==> src/sv/udv_pkg.sv <==
// Shared types and widths for the unit direction vector block.
// No dependencies; used by every module of the block.
package udv_pkg;

    localparam int COORD_W = 24;               // Q12.12 coordinate width
    localparam int MAG_W   = COORD_W;          // |to - from| fits in COORD_W bits
    localparam int SQ_W    = 2 * MAG_W;        // one squared component
    localparam int L2_W    = SQ_W + 2;         // sum of three squares
    localparam int FRAC_SH = 62;               // 2^62 scale of the right-hand side
    localparam int Q_W     = 31;               // magnitude 0 .. 2^30
    localparam int A_W     = L2_W + 2 * Q_W + 2; // (2q)^2 * L2 and partial products
    localparam int UNIT_W  = 32;               // Q1.30 result component

    typedef struct packed {
        logic signed [COORD_W-1:0] from_x;
        logic signed [COORD_W-1:0] from_y;
        logic signed [COORD_W-1:0] from_z;
        logic signed [COORD_W-1:0] to_x;
        logic signed [COORD_W-1:0] to_y;
        logic signed [COORD_W-1:0] to_z;
    } points_t;

    typedef struct packed {
        logic signed [UNIT_W-1:0] unit_x;
        logic signed [UNIT_W-1:0] unit_y;
        logic signed [UNIT_W-1:0] unit_z;
        logic                     degenerate;
    } result_t;

    // What the front end hands to the lanes and the merge stage.
    typedef struct packed {
        logic [2:0]                neg;
        logic                      degen;
        logic [2:0][SQ_W-1:0]      sq;
        logic [L2_W-1:0]           l2;
    } front_t;

endpackage

==> src/sv/udv_front.sv <==
// Front end: differences, magnitudes, squares and squared length.
// Depends on udv_pkg. Three register stages, one transfer per cycle.
module udv_front
(
    input  logic               clk,
    input  logic               rst_n,
    input  logic               in_valid,
    input  udv_pkg::points_t   points,
    output logic               out_valid,
    output udv_pkg::front_t    front
);

    localparam int CW = udv_pkg::COORD_W;
    localparam int MW = udv_pkg::MAG_W;
    localparam int SW = udv_pkg::SQ_W;
    localparam int LW = udv_pkg::L2_W;

    logic [2:0]          valid_reg;
    logic [2:0]          valid_next;

    logic [2:0][MW-1:0]  mag_reg;
    logic [2:0][MW-1:0]  mag_next;
    logic [2:0]          neg1_reg;
    logic [2:0]          neg1_next;

    logic [2:0][SW-1:0]  sq_reg;
    logic [2:0][SW-1:0]  sq_next;
    logic [2:0]          neg2_reg;
    logic                zero2_reg;
    logic                zero2_next;

    udv_pkg::front_t     front_reg;
    udv_pkg::front_t     front_next;

    logic signed [CW:0]  diff [3];
    logic signed [CW:0]  ndiff [3];

    always_comb
    begin
        diff[0] = $signed({points.to_x[CW-1], points.to_x})
                - $signed({points.from_x[CW-1], points.from_x});
        diff[1] = $signed({points.to_y[CW-1], points.to_y})
                - $signed({points.from_y[CW-1], points.from_y});
        diff[2] = $signed({points.to_z[CW-1], points.to_z})
                - $signed({points.from_z[CW-1], points.from_z});
        for (int i = 0; i < 3; i++)
        begin
            ndiff[i]     = -diff[i];
            neg1_next[i] = diff[i][CW];
            mag_next[i]  = diff[i][CW] ? ndiff[i][MW-1:0] : diff[i][MW-1:0];
        end
    end

    always_comb
    begin
        for (int i = 0; i < 3; i++)
        begin
            sq_next[i] = SW'(mag_reg[i]) * SW'(mag_reg[i]);
        end
        zero2_next = (mag_reg[0] == '0) && (mag_reg[1] == '0) && (mag_reg[2] == '0);
    end

    always_comb
    begin
        front_next.neg   = neg2_reg;
        front_next.degen = zero2_reg;
        front_next.sq    = sq_reg;
        front_next.l2    = LW'(sq_reg[0]) + LW'(sq_reg[1]) + LW'(sq_reg[2]);
    end

    assign valid_next = {valid_reg[1:0], in_valid};

    always_ff @(posedge clk or negedge rst_n)
    begin
        if (!rst_n)
        begin
            valid_reg <= '0;
        end
        else
        begin
            valid_reg <= valid_next;
        end
    end

    always_ff @(posedge clk)
    begin
        mag_reg   <= mag_next;
        neg1_reg  <= neg1_next;
        sq_reg    <= sq_next;
        neg2_reg  <= neg1_reg;
        zero2_reg <= zero2_next;
        front_reg <= front_next;
    end

    assign out_valid = valid_reg[2];
    assign front     = front_reg;

endmodule

==> config.mk <==
export PLATFORM = sky130hd
export DESIGN_NAME = udv_front
export DESIGN_NICKNAME = d
export VERILOG_FILES = /design/src/sv/udv_pkg.sv /design/src/sv/udv_front.sv
export SDC_FILE = /design/constraint.sdc
export NUM_CORES = 2
export LEC_CHECK = 0
export BUFFER_PORTS_ARGS = -buffer_cell sky130_fd_sc_hd__buf_2
export CORE_UTILIZATION = 45
export DETAILED_ROUTE_END_ITERATION = 7
export PLACE_DENSITY = 0.66
export SYNTH_ARGS = -nofsm -noshare
export SYNTH_HDL_FRONTEND = slang
export SYNTH_SLANG_ARGS = --single-unit
==> constraint.sdc <==
create_clock -name clk -period 19.4 [get_ports clk]
set_clock_uncertainty 0.15 [all_clocks]
set_input_delay 0 -clock clk [delete_from_list [all_inputs] [get_ports clk]]
set_output_delay 0 -clock clk [all_outputs]
set_load 0.01 [all_outputs]
==> summary.md <==
| Metric | Value |
|---|---|
| Hold path start | points[3] |
| Worst slew margin | 12.8% |
| Effective utilization at floorplan | 45.5% |
| Crit path launch | mag_reg[27] |
| CTS tree | built |
| Max reg flops | 195 |
| Buf+Inv Stages, Crit Path | 7 |
| CP peak stage delay | 1.10 ns |
| Most frequent cells in the layout | inv_1 (1929), fa_1 (1316), ha_1 (650) |
| R2R Path Start | mag_reg[27] |
| WL per Instance | around 18 um |
| R2R cell count | 26 |
| Delay-heaviest family, CP | adder cells |
| Critical Path AT | slightly above 9 ns |
| Largest family of logic cells by synthesized area | adder cells |
| WP data required | between 15 and 20 ns |
| Vias in the first global route | 52663 |
| Reg-to-Reg End | front_next[143] |
| Outcome | complete, no violations |
| Largest net degree at the start of global routing | 28 |
| Worst min path class | primary input to flip-flop |
| Antenna-violating nets left | 0 |
| Num Clock Sinks | between 400 and 500 |
| FF-to-FF setup slack | around 11 ns |
| Count of cell types in the netlist | 100 |
| Core area | between 100000 and 150000 um^2 |
| Max Root-Sink Buffers | 3 |
| Xor/xnor cell area share of the yosys netlist | 3.95% |
| Worst Max-Slew Pin Slew | between 1 and 1.5 ns |
| Syn. warnings | 0 |
| Count of state elements after synthesis | approximately 420 |
| Number of fill cells | 13426 |
| CTS clk-pin slew, worst paths | 0.06 ns |
| RSZ-0062 raised after global routing | no |
| Most common cell after layout, fill and taps aside | inv_1 |
| # DRC | 0 |
| Share of post-route cells with drive strength above 1 | 7.32% |
| Max-slew violation count | 0 |
| Rows | 140 |
| CTS HTree Levels | 2 |
| Die width | between 300 and 400 um |
| # hold bufs at CTS | 173 |
| Crit share post-route | a little under half |
| Max Cap Viol | 0 |
| Final min period | 8.90 ns |
| Max frequency | 112 MHz |
| Post-CTS resize count | 0 |
| Final hold violation count | 0 |
| Crit-path max FO | 26 |
| CP Capture Type | flip-flop |
| Die H | 386 um |
| Finish-stage setup viols | 0 |
| Wire length on met3 | 13300 um |
| CP Class | flip-flop to flip-flop |
| Synthesized instance count | 7147 |
| Hold Path End | mag_reg[51] |
| DRT iter0 DRCs | 2756 |
| DP HPWL | 139000 um |
| WL met2 | 79600 um |
| Hold Path Cell Cnt | 5 |
| # nets final | slightly below 10000 |
| DRT Pass-1 Iters | 6 |
| Port Buf Inserts | 342 |
| Total grt overflow | 0 |
| Post-CTS setup buffers | 0 |
| Complex-gate fraction of the synthesized area | 7.93% |
| DRT Wirelength | 171000 um |
| Post-DR vias/cell | 5.12 |
| Total GRT Usage | roughly a quarter |
| Number of I/O pins | 346 |
| Via count | 48958 |
| Skew-Pair Late Insertion Delay | 0.70 ns |
| FFs w/ async S/R, synth | less than 1% |
| Mux cell area share after synthesis | less than 1% |
| Synth Area in Adders | 51.9% |
| Setup TNS | 0 ns |
| Placer congestion estimate | 0.908 |
| First-pass GRT wire length | 280000 um |
| Root buf cell | clkbuf_16 |
| Post-synth EDFFs | 0 |
| Syn Std Cell Area | 66500 um^2 |
| Kind of start point of the critical path | flip-flop |
| M1 WL | 73500 um |
| TritonCTS Buffers | 49 |
| Die area | 149000 um^2 |
| Synth Area per Inst | ~9.3 um^2 |
| Worst path slowest cell | dfxtp_1 |
| Post-Synth Simple-Gate Area | around 11% |
| Dominant synthesized flop cell | dfxtp_1 |
| Layout area overhead | 11.1% |
| Sequential area share after synthesis | 12.6% |
| Uppermost routed layer | met5 |
| Initial antenna violation count | 16 |
==> routing by layer <==
| metal | track usage [%] | vias to the layer above |
|---|---|---|
| li1 | - | 22548 |
| met1 | 32.2 | 24542 |
| met2 | 38.8 | 1622 |
| met3 | 4.01 | 240 |
| met4 | 6.24 | 6 |
| met5 | 0 | - |
==> metrics by stage <==
stage	utilization, %	area (um^2)	hold WS, ns	cells	setup WS, ns
6_report	50.6	73900	0.0401	9558	10.50
2_1_floorplan	-	66500	-0.446	7152	12.19
5_1_grt	50.6	73900	0.0489	9557	10.03
4_1_cts	50.6	73900	0.000688	9557	10.54
3_5_place_dp	48.2	70400	-0.349	9293	10.59
3_3_place_gp	48.2	70400	-0.356	9293	10.73
==> cells in the mapped netlist (all sizes together) (16+ instances only) <==
master,n,share of area (%)
o21ai,151,1.1
nor4,26,0.24
nor3,57,0.44
a31oi,40,0.40
a21oi,239,1.8
dfxtp,415,12
o211ai,17,0.19
xnor2,200,2.6
nor2b,46,0.43
fa,1316,40
o21a,43,0.49
nand2,587,3.3
or3,16,0.15
inv,1930,11
and3,34,0.32
a211oi,29,0.37
and2,354,3.3
nand4,24,0.24
xor2,100,1.3
ha,650,12
o21bai,28,0.32
nand2b,52,0.49
nor2,221,1.2
clkbuf,175,0.99
nand3,53,0.40
a21o,96,1.1
==> worst min-delay path, delay by kind of cell <==
kind	cells	cell delay (ns)
XOR/XNOR	1	0.15
adder cells (fa/ha/maj)	1	0.25
AND/OR/NAND/NOR	2	0.25
buffers and inverters	1	0.11
==> kinds of logic after synthesis <==
group                    Yosys count
flip-flops                       418
buffers and inverters           2116
XOR/XNOR                         300
AO/OA/AOI/OAI                    796
multiplexers                      16
AND/OR/NAND/NOR                 1534
other                              1
adder cells (fa/ha/maj)         1966
==> worst max-delay path by stage <==
stage                      end  cells past startpoint  slack (ns)
6_report       front_next[143]                     26       10.50
5_1_grt        front_next[143]                     26       10.03
4_1_cts        front_next[143]                     26       10.54
3_5_place_dp   front_next[143]                     26       10.59
3_3_place_gp   front_next[143]                     26       10.73
2_1_floorplan  front_next[143]                     26       12.19
==> cell type report <==
| cell class | count | area [um^2] | area share [%] |
|---|---|---|---|
| well taps | 1917 | 2400 | 3.25 |
| repair buffers | 583 | 3950 | 5.35 |
| multi-input cells | 4618 | 50200 | 67.9 |
| flip-flops and latches | 418 | 8380 | 11.3 |
| diodes | 1 | 2.50 | 0.00339 |
| clock inverters | 30 | 384 | 0.520 |
| clock buffers | 61 | 1340 | 1.82 |
| inverters | 1930 | 7240 | 9.81 |
Power is not shown: default switching activity piles up to over one toggle a cycle in this logic, so the estimate is an artifact.
